<file path="src/design/slex_pkg.sv">
package slex_pkg;

  // offsets and identifier buffer
  localparam int unsigned OFS_W     = 32;
  localparam int unsigned WORD_MAX  = 12;
  localparam int unsigned WLEN_W    = 4;
  localparam int unsigned WORD_W    = WORD_MAX * 8;
  localparam int unsigned PRIM_CNT  = 7;
  localparam int unsigned KW_CNT    = 21;
  localparam int unsigned WORD_CNT  = PRIM_CNT + KW_CNT;

  // token kinds
  localparam logic [5:0] K_SPACE   = 6'd0;
  localparam logic [5:0] K_STRING  = 6'd1;
  localparam logic [5:0] K_COMMENT = 6'd2;
  localparam logic [5:0] K_SYMBOL  = 6'd3;
  localparam logic [5:0] K_IDENT   = 6'd4;
  localparam logic [5:0] K_PRIM    = 6'd5;
  localparam logic [5:0] K_NUMBER  = 6'd6;
  localparam logic [5:0] K_AND     = 6'd7;
  localparam logic [5:0] K_OR      = 6'd8;
  localparam logic [5:0] K_GTE     = 6'd9;
  localparam logic [5:0] K_LTE     = 6'd10;
  localparam logic [5:0] K_EQ      = 6'd11;
  localparam logic [5:0] K_NEQ     = 6'd12;
  localparam logic [5:0] K_KW_BASE = 6'd13;
  localparam logic [5:0] K_ERROR   = 6'd34;

  // primitive names first, then keywords, in kind order
  localparam logic [WORD_W-1:0] WORD_TXT [WORD_CNT] = '{
    WORD_W'("float"), WORD_W'("int"), WORD_W'("bool"), WORD_W'("byte"),
    WORD_W'("name"), WORD_W'("string"), WORD_W'("text"),
    WORD_W'("true"), WORD_W'("false"), WORD_W'("None"), WORD_W'("dispatcher"),
    WORD_W'("event"), WORD_W'("defaults"), WORD_W'("construction"),
    WORD_W'("function"), WORD_W'("macro"), WORD_W'("collapsed"), WORD_W'("ref"),
    WORD_W'("if"), WORD_W'("else"), WORD_W'("var"), WORD_W'("for"),
    WORD_W'("foreach"), WORD_W'("while"), WORD_W'("break"), WORD_W'("return"),
    WORD_W'("end"), WORD_W'("local")
  };

  localparam logic [WLEN_W-1:0] WORD_LEN [WORD_CNT] = '{
    4'd5, 4'd3, 4'd4, 4'd4, 4'd4, 4'd6, 4'd4,
    4'd4, 4'd5, 4'd4, 4'd10, 4'd5, 4'd8, 4'd12, 4'd8, 4'd5, 4'd9, 4'd3,
    4'd2, 4'd4, 4'd3, 4'd3, 4'd7, 4'd5, 4'd5, 4'd6, 4'd3, 4'd5
  };

  typedef struct packed {
    logic [5:0]       kind;
    logic [2:0]       prim;
    logic [OFS_W-1:0] start_ofs;
    logic [OFS_W-1:0] end_ofs;
    logic             last;
  } res_t;

  typedef struct packed {
    logic [5:0] kind;
    logic [2:0] prim;
  } word_hit_t;

  // parallel compare of the identifier buffer against every reserved word;
  // buffer byte i sits at bits [8*i +: 8], literal chars are right-aligned
  function automatic word_hit_t word_lookup(input logic [WORD_W-1:0] w,
                                            input logic [WLEN_W-1:0] len);
    word_hit_t r;
    logic      hit;
    int        pos;
    r.kind = K_IDENT;
    r.prim = '0;
    for (int j = WORD_CNT - 1; j >= 0; j--) begin
      hit = (len == WORD_LEN[j]);
      for (int i = 0; i < WORD_MAX; i++) begin
        if (i < int'(WORD_LEN[j])) begin
          pos = int'(WORD_LEN[j]) - 1 - i;
          if (w[i*8 +: 8] != WORD_TXT[j][pos*8 +: 8]) begin
            hit = 1'b0;
          end
        end
      end
      if (hit) begin
        if (j < PRIM_CNT) begin
          r.kind = K_PRIM;
          r.prim = 3'(j);
        end else begin
          r.kind = 6'(int'(K_KW_BASE) + j - PRIM_CNT);
          r.prim = '0;
        end
      end
    end
    return r;
  endfunction

endpackage

</file>
<file path="src/design/slex_res_fifo.sv">
module slex_res_fifo (
  input  logic          clk_i,
  input  logic          rst_ni,
  input  logic [1:0]    wr_cnt_i,
  input  slex_pkg::res_t wr_a_i,
  input  slex_pkg::res_t wr_b_i,
  output logic          room_o,
  output logic          rd_valid_o,
  input  logic          rd_stall_i,
  output slex_pkg::res_t rd_data_o
);
  import slex_pkg::*;

  localparam int unsigned DEPTH = 4;
  localparam int unsigned PTR_W = $clog2(DEPTH);
  localparam int unsigned CNT_W = $clog2(DEPTH + 1);

  res_t             mem_q [DEPTH];
  logic [PTR_W-1:0] wr_ptr_q, wr_ptr_d;
  logic [PTR_W-1:0] rd_ptr_q, rd_ptr_d;
  logic [CNT_W-1:0] cnt_q, cnt_d;
  logic             pop;

  // space for a full pair of results
  assign room_o     = (cnt_q <= CNT_W'(DEPTH - 2));
  assign rd_valid_o = (cnt_q != '0);
  assign rd_data_o  = mem_q[rd_ptr_q];
  assign pop        = rd_valid_o && !rd_stall_i;

  // pointer and fill count update
  always_comb begin
    wr_ptr_d = wr_ptr_q + PTR_W'(wr_cnt_i);
    rd_ptr_d = rd_ptr_q + PTR_W'(pop);
    cnt_d    = cnt_q + CNT_W'(wr_cnt_i) - CNT_W'(pop);
  end

  always_ff @(posedge clk_i or negedge rst_ni) begin
    if (!rst_ni) begin
      wr_ptr_q <= '0;
      rd_ptr_q <= '0;
      cnt_q    <= '0;
    end else begin
      wr_ptr_q <= wr_ptr_d;
      rd_ptr_q <= rd_ptr_d;
      cnt_q    <= cnt_d;
    end
  end

  // result storage
  always_ff @(posedge clk_i) begin
    if (wr_cnt_i != 2'd0) begin
      mem_q[wr_ptr_q] <= wr_a_i;
    end
    if (wr_cnt_i == 2'd2) begin
      mem_q[wr_ptr_q + PTR_W'(1)] <= wr_b_i;
    end
  end

endmodule

</file>
<file path="src/design/script_lexer.sv">
// script_lexer: streaming tokenizer, one source byte per transfer.
// Results of a byte are registered in the result queue on its transfer.
// Throughput: 1 byte per cycle; a byte that closes one token and opens another
// yields two results, drained through a 4-entry result queue one per cycle
// when out_stall_i is low; input stalls when fewer than two entries are free.
// Reset (rst_ni low, asynchronous): idle mode, offsets zero, result queue empty.
module script_lexer (
  input  logic                      clk_i,
  input  logic                      rst_ni,
  input  logic                      in_valid_i,
  output logic                      in_stall_o,
  input  logic [7:0]                text_byte_i,
  input  logic                      final_byte_i,
  output logic                      out_valid_o,
  input  logic                      out_stall_i,
  output logic [5:0]                token_kind_o,
  output logic [2:0]                primitive_index_o,
  output logic [slex_pkg::OFS_W-1:0] start_offset_o,
  output logic [slex_pkg::OFS_W-1:0] end_offset_o,
  output logic                      last_of_run_o
);
  import slex_pkg::*;

  typedef enum logic [12:0] {
    M_IDLE       = 13'b0000000000001,
    M_SPACE      = 13'b0000000000010,
    M_STRING     = 13'b0000000000100,
    M_STR_ESC    = 13'b0000000001000,
    M_SLASH      = 13'b0000000010000,
    M_LINE       = 13'b0000000100000,
    M_BLOCK      = 13'b0000001000000,
    M_BLOCK_STAR = 13'b0000010000000,
    M_IDENT      = 13'b0000100000000,
    M_NUM_INT    = 13'b0001000000000,
    M_NUM_FRAC   = 13'b0010000000000,
    M_DOT        = 13'b0100000000000,
    M_SYM        = 13'b1000000000000
  } mode_e;

  typedef struct packed {
    logic             vld;
    logic             word;
    logic [5:0]       kind;
    logic [OFS_W-1:0] start_ofs;
    logic [OFS_W-1:0] end_ofs;
  } emit_t;

  localparam logic [7:0] CH_TAB   = 8'h09;
  localparam logic [7:0] CH_CR    = 8'h0D;
  localparam logic [7:0] CH_LF    = 8'h0A;
  localparam logic [7:0] CH_SP    = 8'h20;
  localparam logic [7:0] CH_QUOTE = 8'h22;
  localparam logic [7:0] CH_BSL   = 8'h5C;

  function automatic logic is_space(input logic [7:0] c);
    return (c == CH_SP) || (c >= CH_TAB && c <= CH_CR);
  endfunction

  function automatic logic is_digit(input logic [7:0] c);
    return (c >= "0") && (c <= "9");
  endfunction

  function automatic logic is_alpha(input logic [7:0] c);
    return ((c >= "a") && (c <= "z")) || ((c >= "A") && (c <= "Z"));
  endfunction

  function automatic logic is_sym(input logic [7:0] c);
    return (c == ",") || (c == "{") || (c == "}") || (c == "[") || (c == "]") ||
           (c == "<") || (c == ">") || (c == "+") || (c == "-") || (c == "*") ||
           (c == "&") || (c == "|") || (c == "$") || (c == "#") || (c == ";") ||
           (c == ":") || (c == "=") || (c == "!") || (c == "%") || (c == "^");
  endfunction

  // lexer state
  mode_e             mode_q, mode_n;
  logic [OFS_W-1:0]  start_q, start_n;
  logic [OFS_W-1:0]  pos_q;
  logic [WLEN_W-1:0] len_q, len_n;
  logic [7:0]        held_q, held_n;
  logic [7:0]        word_q [WORD_MAX];

  logic              accept;
  logic              room;
  logic [7:0]        b;
  logic              fin;
  logic [OFS_W-1:0]  p1;
  logic              restart;
  logic              wr_en;
  logic [WLEN_W-1:0] wr_idx;
  logic [WORD_W-1:0] word_mid;
  word_hit_t         hit;
  emit_t             em_c, em_s, em_f;
  emit_t             em_list [3];
  res_t              res_a, res_b;
  logic [1:0]        res_n;
  logic [1:0]        push_cnt;
  res_t              out_res;

  assign b          = text_byte_i;
  assign fin        = final_byte_i;
  assign p1         = pos_q + OFS_W'(1);
  assign in_stall_o = !room;
  assign accept     = in_valid_i && room;

  // feed the byte to the open token, then open a new one if needed
  always_comb begin
    mode_n  = mode_q;
    start_n = start_q;
    held_n  = held_q;
    len_n   = len_q;
    wr_en   = 1'b0;
    wr_idx  = len_q;
    restart = 1'b0;
    em_c    = '0;
    em_s    = '0;
    unique case (mode_q)
      M_SPACE: begin
        if (!is_space(b)) begin
          em_c    = '{1'b1, 1'b0, K_SPACE, start_q, pos_q};
          restart = 1'b1;
        end
      end
      M_STRING: begin
        if (b == CH_BSL) begin
          mode_n = M_STR_ESC;
        end else if (b == CH_QUOTE) begin
          em_c   = '{1'b1, 1'b0, K_STRING, start_q, p1};
          mode_n = M_IDLE;
        end
      end
      M_STR_ESC: mode_n = M_STRING;
      M_SLASH: begin
        if (b == "/") begin
          mode_n = M_LINE;
        end else if (b == "*") begin
          mode_n = M_BLOCK;
        end else begin
          em_c    = '{1'b1, 1'b0, K_SYMBOL, start_q, pos_q};
          restart = 1'b1;
        end
      end
      M_LINE: begin
        if (b == CH_LF) begin
          em_c    = '{1'b1, 1'b0, K_COMMENT, start_q, pos_q};
          restart = 1'b1;
        end
      end
      M_BLOCK: begin
        if (b == "*") begin
          mode_n = M_BLOCK_STAR;
        end
      end
      M_BLOCK_STAR: begin
        if (b == "/") begin
          em_c   = '{1'b1, 1'b0, K_COMMENT, start_q, p1};
          mode_n = M_IDLE;
        end else if (b != "*") begin
          mode_n = M_BLOCK;
        end
      end
      M_IDENT: begin
        if (is_alpha(b) || is_digit(b) || b == "_") begin
          if (len_q < WLEN_W'(WORD_MAX)) begin
            wr_en = 1'b1;
          end
          if (len_q <= WLEN_W'(WORD_MAX)) begin
            len_n = len_q + WLEN_W'(1);
          end
        end else begin
          em_c    = '{1'b1, 1'b1, K_IDENT, start_q, pos_q};
          restart = 1'b1;
        end
      end
      M_NUM_INT: begin
        if (b == ".") begin
          mode_n = M_NUM_FRAC;
        end else if (!is_digit(b)) begin
          em_c    = '{1'b1, 1'b0, K_NUMBER, start_q, pos_q};
          restart = 1'b1;
        end
      end
      M_NUM_FRAC: begin
        if (!is_digit(b)) begin
          em_c    = '{1'b1, 1'b0, K_NUMBER, start_q, pos_q};
          restart = 1'b1;
        end
      end
      M_DOT: begin
        if (is_digit(b)) begin
          mode_n = M_NUM_FRAC;
        end else begin
          em_c    = '{1'b1, 1'b0, K_SYMBOL, start_q, start_q + OFS_W'(1)};
          restart = 1'b1;
        end
      end
      M_SYM: begin
        if      (held_q == "&" && b == "&") em_c = '{1'b1, 1'b0, K_AND, start_q, p1};
        else if (held_q == "|" && b == "|") em_c = '{1'b1, 1'b0, K_OR,  start_q, p1};
        else if (held_q == ">" && b == "=") em_c = '{1'b1, 1'b0, K_GTE, start_q, p1};
        else if (held_q == "<" && b == "=") em_c = '{1'b1, 1'b0, K_LTE, start_q, p1};
        else if (held_q == "=" && b == "=") em_c = '{1'b1, 1'b0, K_EQ,  start_q, p1};
        else if (held_q == "!" && b == "=") em_c = '{1'b1, 1'b0, K_NEQ, start_q, p1};
        if (em_c.vld) begin
          mode_n = M_IDLE;
        end else begin
          em_c    = '{1'b1, 1'b0, K_SYMBOL, start_q, pos_q};
          restart = 1'b1;
        end
      end
      default: restart = 1'b1;
    endcase

    // open a new token at this byte
    if (restart) begin
      start_n = pos_q;
      mode_n  = M_IDLE;
      if (is_space(b)) begin
        mode_n = M_SPACE;
      end else if (b == CH_QUOTE) begin
        mode_n = M_STRING;
      end else if (b == "/") begin
        mode_n = M_SLASH;
      end else if (is_alpha(b) || b == "_") begin
        mode_n = M_IDENT;
        wr_en  = 1'b1;
        wr_idx = '0;
        len_n  = WLEN_W'(1);
      end else if (is_digit(b)) begin
        mode_n = M_NUM_INT;
      end else if (b == ".") begin
        mode_n = M_DOT;
      end else if (b == "&" || b == "|" || b == ">" || b == "<" || b == "=" ||
                   b == "!") begin
        mode_n = M_SYM;
        held_n = b;
      end else if (is_sym(b)) begin
        em_s = '{1'b1, 1'b0, K_SYMBOL, pos_q, p1};
      end else begin
        em_s = '{1'b1, 1'b0, K_ERROR, pos_q, p1};
      end
    end
  end

  // identifier buffer as it stands after this byte
  always_comb begin
    for (int i = 0; i < WORD_MAX; i++) begin
      word_mid[i*8 +: 8] = word_q[i];
    end
    if (wr_en) begin
      word_mid[wr_idx*8 +: 8] = b;
    end
  end

  assign hit = word_lookup(word_mid, len_n);

  // end of text: close whatever token is still open
  always_comb begin
    em_f = '0;
    if (fin) begin
      case (mode_n) inside
        M_SPACE:               em_f = '{1'b1, 1'b0, K_SPACE,   start_n, p1};
        M_LINE:                em_f = '{1'b1, 1'b0, K_COMMENT, start_n, p1};
        M_IDENT:               em_f = '{1'b1, 1'b1, K_IDENT,   start_n, p1};
        M_NUM_INT, M_NUM_FRAC: em_f = '{1'b1, 1'b0, K_NUMBER,  start_n, p1};
        M_DOT, M_SYM:          em_f = '{1'b1, 1'b0, K_SYMBOL,  start_n, p1};
        M_STRING, M_STR_ESC, M_SLASH, M_BLOCK, M_BLOCK_STAR:
                               em_f = '{1'b1, 1'b0, K_ERROR,   start_n, p1};
        default:               em_f = '0;
      endcase
    end
  end

  // pack up to two results in order, mark the last one
  always_comb begin
    em_list[0] = em_c;
    em_list[1] = em_s;
    em_list[2] = em_f;
    res_a = '0;
    res_b = '0;
    res_n = 2'd0;
    for (int i = 0; i < 3; i++) begin
      if (em_list[i].vld) begin
        if (res_n == 2'd0) begin
          res_a.kind      = em_list[i].word ? hit.kind : em_list[i].kind;
          res_a.prim      = em_list[i].word ? hit.prim : 3'd0;
          res_a.start_ofs = em_list[i].start_ofs;
          res_a.end_ofs   = em_list[i].end_ofs;
          res_n           = 2'd1;
        end else if (res_n == 2'd1) begin
          res_b.kind      = em_list[i].word ? hit.kind : em_list[i].kind;
          res_b.prim      = em_list[i].word ? hit.prim : 3'd0;
          res_b.start_ofs = em_list[i].start_ofs;
          res_b.end_ofs   = em_list[i].end_ofs;
          res_n           = 2'd2;
        end
      end
    end
    res_a.last = (res_n == 2'd1);
    res_b.last = 1'b1;
  end

  assign push_cnt = accept ? res_n : 2'd0;

  // state update on each input transfer
  always_ff @(posedge clk_i or negedge rst_ni) begin
    if (!rst_ni) begin
      mode_q  <= M_IDLE;
      start_q <= '0;
      pos_q   <= '0;
      len_q   <= '0;
      held_q  <= '0;
    end else if (accept) begin
      mode_q  <= fin ? M_IDLE : mode_n;
      start_q <= start_n;
      pos_q   <= fin ? '0 : p1;
      len_q   <= fin ? '0 : len_n;
      held_q  <= held_n;
    end
  end

  // identifier bytes
  always_ff @(posedge clk_i) begin
    if (accept && wr_en) begin
      word_q[wr_idx] <= b;
    end
  end

  slex_res_fifo u_res_fifo (
    .clk_i      (clk_i),
    .rst_ni     (rst_ni),
    .wr_cnt_i   (push_cnt),
    .wr_a_i     (res_a),
    .wr_b_i     (res_b),
    .room_o     (room),
    .rd_valid_o (out_valid_o),
    .rd_stall_i (out_stall_i),
    .rd_data_o  (out_res)
  );

  assign token_kind_o      = out_res.kind;
  assign primitive_index_o = out_res.prim;
  assign start_offset_o    = out_res.start_ofs;
  assign end_offset_o      = out_res.end_ofs;
  assign last_of_run_o     = out_res.last;

endmodule

</file>
<file path="config.mk">
export PLATFORM = sky130hd
export DESIGN_NAME = script_lexer
export DESIGN_NICKNAME = d
export VERILOG_FILES = /design/src/design/slex_pkg.sv /design/src/design/slex_res_fifo.sv /design/src/design/script_lexer.sv
export SDC_FILE = /design/constraint.sdc
export NUM_CORES = 1
export LEC_CHECK = 0
export BUFFER_PORTS_ARGS = -buffer_cell sky130_fd_sc_hd__buf_2
export CORE_MARGIN = 2
export CORE_UTILIZATION = 30
export DETAILED_ROUTE_END_ITERATION = 10
export MAX_ROUTING_LAYER = met4
export SLEW_MARGIN = 10
export SYNTH_ARGS = -nofsm -noshare
export SYNTH_HDL_FRONTEND = slang
export SYNTH_SLANG_ARGS = --single-unit
</file>
<file path="constraint.sdc">
create_clock -name clk_i -period 7.7 [get_ports clk_i]
set_input_delay 0.385 -clock clk_i [delete_from_list [all_inputs] [get_ports clk_i]]
set_output_delay 0.385 -clock clk_i [all_outputs]
set_load 0.02 [all_outputs]
</file>
# ---- Yosys cells after proc, flatten, opt, wreduce, memory -nomap -nowiden
# Memories as Yosys holds them, arrays and structs flattened.
# Cells that the tools add are included.
dict set report totals {
  mem_bits_rw 392
  input_bits 13
  out_inout_bits 76
  wordCells 545
  mem_count 2
  reg_bits 96
}
# memory words word_bits rd rd_ports_with_merged_regs wr line_no
set mem_list {}
lappend mem_list {u_res_fifo.mem_q 4 74 1 0 2 slex_res_fifo.sv:18} ;# res_t mem_q [DEPTH];
lappend mem_list {word_q 12 8 12 0 1 script_lexer.sv:80} ;# logic [7:0] word_q [WORD_MAX];
dict set report classes {
  bitwise_logic 6
  n_mux 293
  n_reduce_logical 54
  magnitude_cmp 11
  add_sub_neg 9
  shifts 2
  n_eq_ne 160
}
# op n
set ops {}
lappend ops {{72-bit two-way mux} 33}
lappend ops {{73-bit two-way mux} 11}
lappend ops {{72-bit one-hot mux with 10 select lines} 1}
lappend ops {{8-bit by 7-bit != test with 1-bit output, second input constant} 88}
lappend ops {{9-bit two-way mux} 28}
lappend ops {{13-bit two-way mux} 19}
lappend ops {{8-bit by 6-bit equality test with 1-bit output, second input constant} 23}
lappend ops {{1-bit two-way mux} 166}
lappend ops {{13-bit one-hot mux with 8 select lines} 1}
lappend ops {{96-bit bitwise mux} 1}
lappend ops {{96-bit two-way mux} 1}
lappend ops {{8-bit by 34-bit variable shift with 96-bit output, first input constant} 1}
lappend ops {{8-bit by 34-bit indexed part select with 96-bit output} 1}
lappend ops {{8-bit by 7-bit equality test with 1-bit output, second input constant} 9}
lappend ops {{71-bit two-way mux} 1}
lappend ops {{70-bit two-way mux} 1}
lappend ops {{32-bit by 1-bit adder with 32-bit output, second input constant} 2}
lappend ops {{32-bit two-way mux} 2}
lappend ops {{4-bit two-way mux} 14}
lappend ops {{7-bit negation with 34-bit output} 1}
lappend ops {{1-bit logical OR} 29}
lappend ops {{13-bit by 10-bit equality test with 1-bit output, second input constant} 2}
lappend ops {{13-bit by 11-bit equality test with 1-bit output, second input constant} 2}
lappend ops {{13-bit by 12-bit equality test with 1-bit output, second input constant} 2}
lappend ops {{45 further kinds} 96}

# ---- Logic depth before layout (Yosys ltp)
dict set report logic_depth {
  ltp_word 57
  depth_mapped 29
  depth_no_buf 22
}

# ---- Modules after synthesis
# A second synthesis with hierarchy kept.
dict set report unflattened {
  cells_unflattened 2713
  area_unflattened_um2 30792.0
}
# mod n_inst area_each_um2 cells_per_inst seq_area_each_um2
set by_module_without_submodules {}
lappend by_module_without_submodules {script_lexer 1 15414.8 1956 5111.2}
lappend by_module_without_submodules {slex_res_fifo 1 15377.2 757 9063.7}

# ---- Least setup slack after synthesis
# No wires, ideal clock.
dict set report synth_path {
  kind {reg2reg}
  from {register mode_q[12]}
  to {memory u_res_fifo.mem_q[2][68] (netlist name), data pin}
  path_buffers 5
  arrival_time_ns 6.722
  stages_incl_launch_ff 27
  required_ns 7.444
  synth_period_minus_slack_ns 6.978
  setup_slack_ns 0.722
  setup_time_ns 0.256
  cell_sequence {dfrtp_1 -> or3_1 -> or3_1 -> clkbuf_1 -> o41a_1 -> or4b_1 -> buf_2 -> a31o_2 -> buf_2 -> buf_1 -> nand2_1 -> ha_1 -> inv_1 -> or3_1 -> a211oi_1 -> or4b_1 -> or4_1 -> buf_2 -> mux2_1 -> nand2_1 -> nor4_1 -> nor4bb_1 -> a2111oi_2 -> nand4_1 -> a2111oi_2 -> o21ai_1 -> a22o_1}
}
# element line_no
set synth_lines {}
lappend synth_lines {{from (decl)} script_lexer.sv:75} ;# mode_e mode_q, mode_n;
lappend synth_lines {{from (signal assigned)} script_lexer.sv:313} ;# mode_q <= fin ? M_IDLE : mode_n;
lappend synth_lines {{to (decl)} slex_res_fifo.sv:18}

==> summary.md <==
| Metric | Value |
|---|---|
| Critical path fanouts, max | 13 |
| Top FF cell, synth | edfxtp_1 |
| Die Span Y | approximately 310 microns |
| Clock latency at the later pin of the worst-skew pair | 0.67 ns |
| Largest net degree at the start of global routing | 72 |
| Critical path required time | a little over 8 ns |
| Post-synthesis sequential area ratio | 48.9% |
| CTS buffer count | 56 |
| Full die area | 98800 sq um |
| CTS tree | yes |
| Synth cell types | roughly 100 |
| Initial Utilization | between 30% and 40% |
| CTS root buf | clkbuf_16 |
| Vias in the first global route | 23.6k |
| Max clock buf depth | 3 |
| Highest Clock Rate | roughly 140 MHz |
| Syn. warnings | 0 |
| Status | complete, no violations |
| Setup_tns | 0 ns |
| Power share of the combinational group | between 30 and 40% |
| Clock sink total | 488 |
| Worst Reg-to-Reg Cells | 21 |
| Initial DRC Count | 3400 |
| GPL Wtd Cong | 1.00 |
| Max Slew Vio Count | 0 |
| Drt total wl | 112 mm |
| Clk_skew | 0.0392 ns |
| Synth Area per Inst | around 11 sq um |
| Antenna viol nets, final | 0 |
| Total Routing Usage GR | a little under a quarter |
| Startpoint class of the critical path | register |
| Switching share of total power | a little under two fifths |
| WHS | 0.0729 ns |
| Post-DR vias/cell | about 6.2 |
| Worst vdd ir | roughly 0.2 mV |
| Remaining DRCs | 0 |
| RSZ-0062 raised after global routing | no |
| Ports | slightly below 90 |
| PD cells | between 200 and 300 nW/um^2 |
| Critical path endpoint category | register |
| Worst-Margin Slew | between 1 and 1.5 ns |
| Sequential share of power | between 30% and 40% |
| Share of total power in the clock network | between 30% and 40% |
| Vias | 24.9k |
| First-pass DRT Iterations | 6 |
| Final-stage net count | between 2k and 3k |
| Final setup vio count | 0 |
| Port-buffer cells | 88 |
| Post-DP HPWL | between 70 and 80 mm |
| Worst hold-check path type | input pin to register |
| Final core utilization | approximately a third |
| Overflow after GRT | 0 |
| Core region area | 95200 sq um |
| Fin crit period | 7.31 ns |
| Synth-to-Final Area Change | 13.9% |
| Register bit total from synthesis | between 400 and 500 |
| Relative slew slack | 24.3% |
| P_int | 0.00573 W |
| Tot Pwr | a little over 0.009 W |
| Max-Cap Viols | 0 |
| Mapped Nets | about 2.8k |
| Ratio of cells with drive above 1 in the final layout | 16.8% |
| Post-route insts no fill | 4053 |
| Critical path arrival | between 7 and 8 ns |
| Wire per inst | between 20 and 30 microns |
| Die width | 314 microns |
| Hold path depth | 2 |
| Row cnt | between 100 and 150 |
| Synthesized area | roughly 29000 sq um |
| Static Leak | between 10 and 15 nW |
| First-pass GRT wire length | about 160 mm |
| Sw Pwr | ~0.0035 W |
| Synth Instances | between 2k and 3k |
| Initial antenna violation count | 1 |
| H-tree depth | 2 |
| CP Class | register to register |
| Number of synthesized flops with an enable pin | 388 |
| # fillers | between 9k and 10k |
| Period utilization | roughly 95% |
| Placed Cells | between 3k and 4k |
| Final Hold Vio Count | 0 |
| CTS clk-pin slew, worst paths | around 0.06 ns |
| Post-synth ARST share | between 10% and 20% |
==> sequential cells by signal, indices dropped and copies added (netlist names), 3 cells and up <==
name and count:
u_res_fifo.mem_q 296, word_q 96, len_q 4, start_q 32, held_q 8, pos_q 32, u_res_fifo.cnt_q 3, mode_q 13
==> stage by stage <==
stage | instance area [sq um] | worst slack [ns]
floorplan | 28900 | 0.722
global placement | 30900 | 0.489
detailed placement | 30900 | 0.317
CTS | 32900 | 0.494
global route | 32900 | 0.00943
finish | 32900 | 0.394
==> power groups by stage <==
stage / registers [W] / logic [W] / clock network, W
2_1_floorplan: 0.00325 / 0.00201 / 0
3_3_place_gp: 0.00345 / 0.00303 / 0
3_5_place_dp: 0.00346 / 0.00302 / 0
4_1_cts: 0.00340 / 0.00303 / 0.00287
5_1_grt: 0.00344 / 0.00319 / 0.00297
6_report: 0.00340 / 0.00303 / 0.00284
==> layout make-up <==
class	instances	area, sq um	share of cell area, %
Multi-Input combinational cell	1969	13800	42.0
Tap cell	1265	1580	4.81
Inverter	37	139	0.422
Clock buffer	69	1490	4.53
Antenna cell	1	2.50	0.00761
Clock inverter	36	475	1.45
Timing Repair Buffer	188	1260	3.83
Sequential cell	488	14100	43.0
==> worst paths after layout <==
path,slack [ns],from,end
min reg2reg,0.49,u_res_fifo.mem_q[3][0],u_res_fifo.mem_q[3][0]
min,0.07,text_byte_i[6],held_q[6]
min in group asynchronous,0.39,rst_ni,u_res_fifo.cnt_q[1]
max reg2reg,0.39,mode_q[10],u_res_fifo.mem_q[2][68]
max,0.39,mode_q[10],u_res_fifo.mem_q[2][68]
max in group asynchronous,6.08,rst_ni,held_q[3]
==> cell usage in the layout (no fill, tap or decap), drive strengths merged, types with 10 or more instances in the layout <==
master,instances
or4,16
o31ai,10
and2,36
and4,10
nor3b,15
nand2b,29
o22ai,298
clkinv,19
nor4,40
mux2,53
nand4,52
o32ai,11
buf,187
nand2,242
clkbuf,69
a22o,19
nor3,90
nor4b,18
xor2,38
edfxtp,388
mux2i,51
a22oi,88
nand3,109
a31oi,15
xnor2,33
o21ai,101
nor2b,18
or3,19
o211ai,13
or2,15
inv,42
nand3b,10
mux4,74
nor2,158
dfrtp,95
a211oi,11
and3,50
nand4b,13
a21oi,72
ha,17
==> worst max-delay path, cell delays in order (launching register included) <==
cell and delay, ns:
dfrtp_1 0.54, or2_2 0.42, or3_1 0.45, o41a_1 0.44, or4b_1 0.34, a31o_2 0.21
nand2_1 0.10, ha_1 0.36, inv_1 0.12, or3_1 0.45, a211oi_1 0.37, or4b_1 0.47
or4_1 0.48, mux2_1 0.41, nand2_1 0.08, nor4_1 0.07, nor4bb_1 0.16, a2111oi_2 0.40
nand4_1 0.30, a2111oi_2 0.46, o21ai_1 0.18, a22o_1 0.26
==> logic make-up (layout without fill, tap and decap cells) <==
family	count (synthesis)	after routing	share of synthesized area (%)
buffers and inverters	264	330	3.62
other	0	1	0
xor gates and xnor gates	71	71	2.15
adders and majority gates	18	18	0.806
AOI/OAI and AO/OA	738	738	17.2
and+or+nand+nor	964	964	17.6
muxes	178	178	9.60
DFF	488	488	48.9
==> layer usage <==
layer,GRT usage [%],vias to the layer above,part of all wire [%]
met5,-,-,0
met4,7.82,0,3.6
met3,3.20,232,8.5
met2,34.9,1417,46
met1,30.5,12500,42
li1,-,10800,-
==> cell usage after synthesis, types with 10 or more instances <==
cell type / instances / area, sq um
a211oi_1: 11 / 82.6
a21oi_1: 71 / 355
a22o_1: 19 / 166
a22oi_1: 88 / 661
a31oi_1: 15 / 93.8
and2_1: 35 / 219
and3_1: 50 / 313
and4_1: 10 / 87.6
buf_1: 15 / 56.3
buf_2: 26 / 130
clkbuf_1: 182 / 683
dfrtp_1: 95 / 2380
edfxtp_1: 388 / 11700
ha_1: 17 / 213
inv_1: 35 / 131
mux2_2: 52 / 586
mux2i_1: 51 / 510
mux4_2: 74 / 1670
nand2_1: 242 / 908
nand2b_1: 29 / 181
nand3_1: 109 / 546
nand3b_1: 10 / 75.1
nand4_1: 52 / 325
nand4b_1: 13 / 114
nor2_1: 158 / 593
nor2b_1: 18 / 113
nor3_1: 85 / 425
nor3b_1: 14 / 105
nor4_1: 37 / 231
nor4b_1: 18 / 158
o211ai_1: 13 / 97.6
o21ai_0: 90 / 450
o22ai_1: 297 / 1860
o32ai_1: 11 / 96.3
or2_2: 14 / 87.6
or3_1: 19 / 119
or4_1: 16 / 120
xnor2_1: 33 / 289
xor2_1: 38 / 333
==> repair_timing <==
item | 4_1_cts | 5_1_grt
endpoints found under the setup margin | 0 | 4
endpoints found under the hold margin | 51 | 0
buffers inserted | 0 | 0
resized for setup | 0 | 1
hold buffers | 1 | 0
Power figures use the tool's default switching activity.
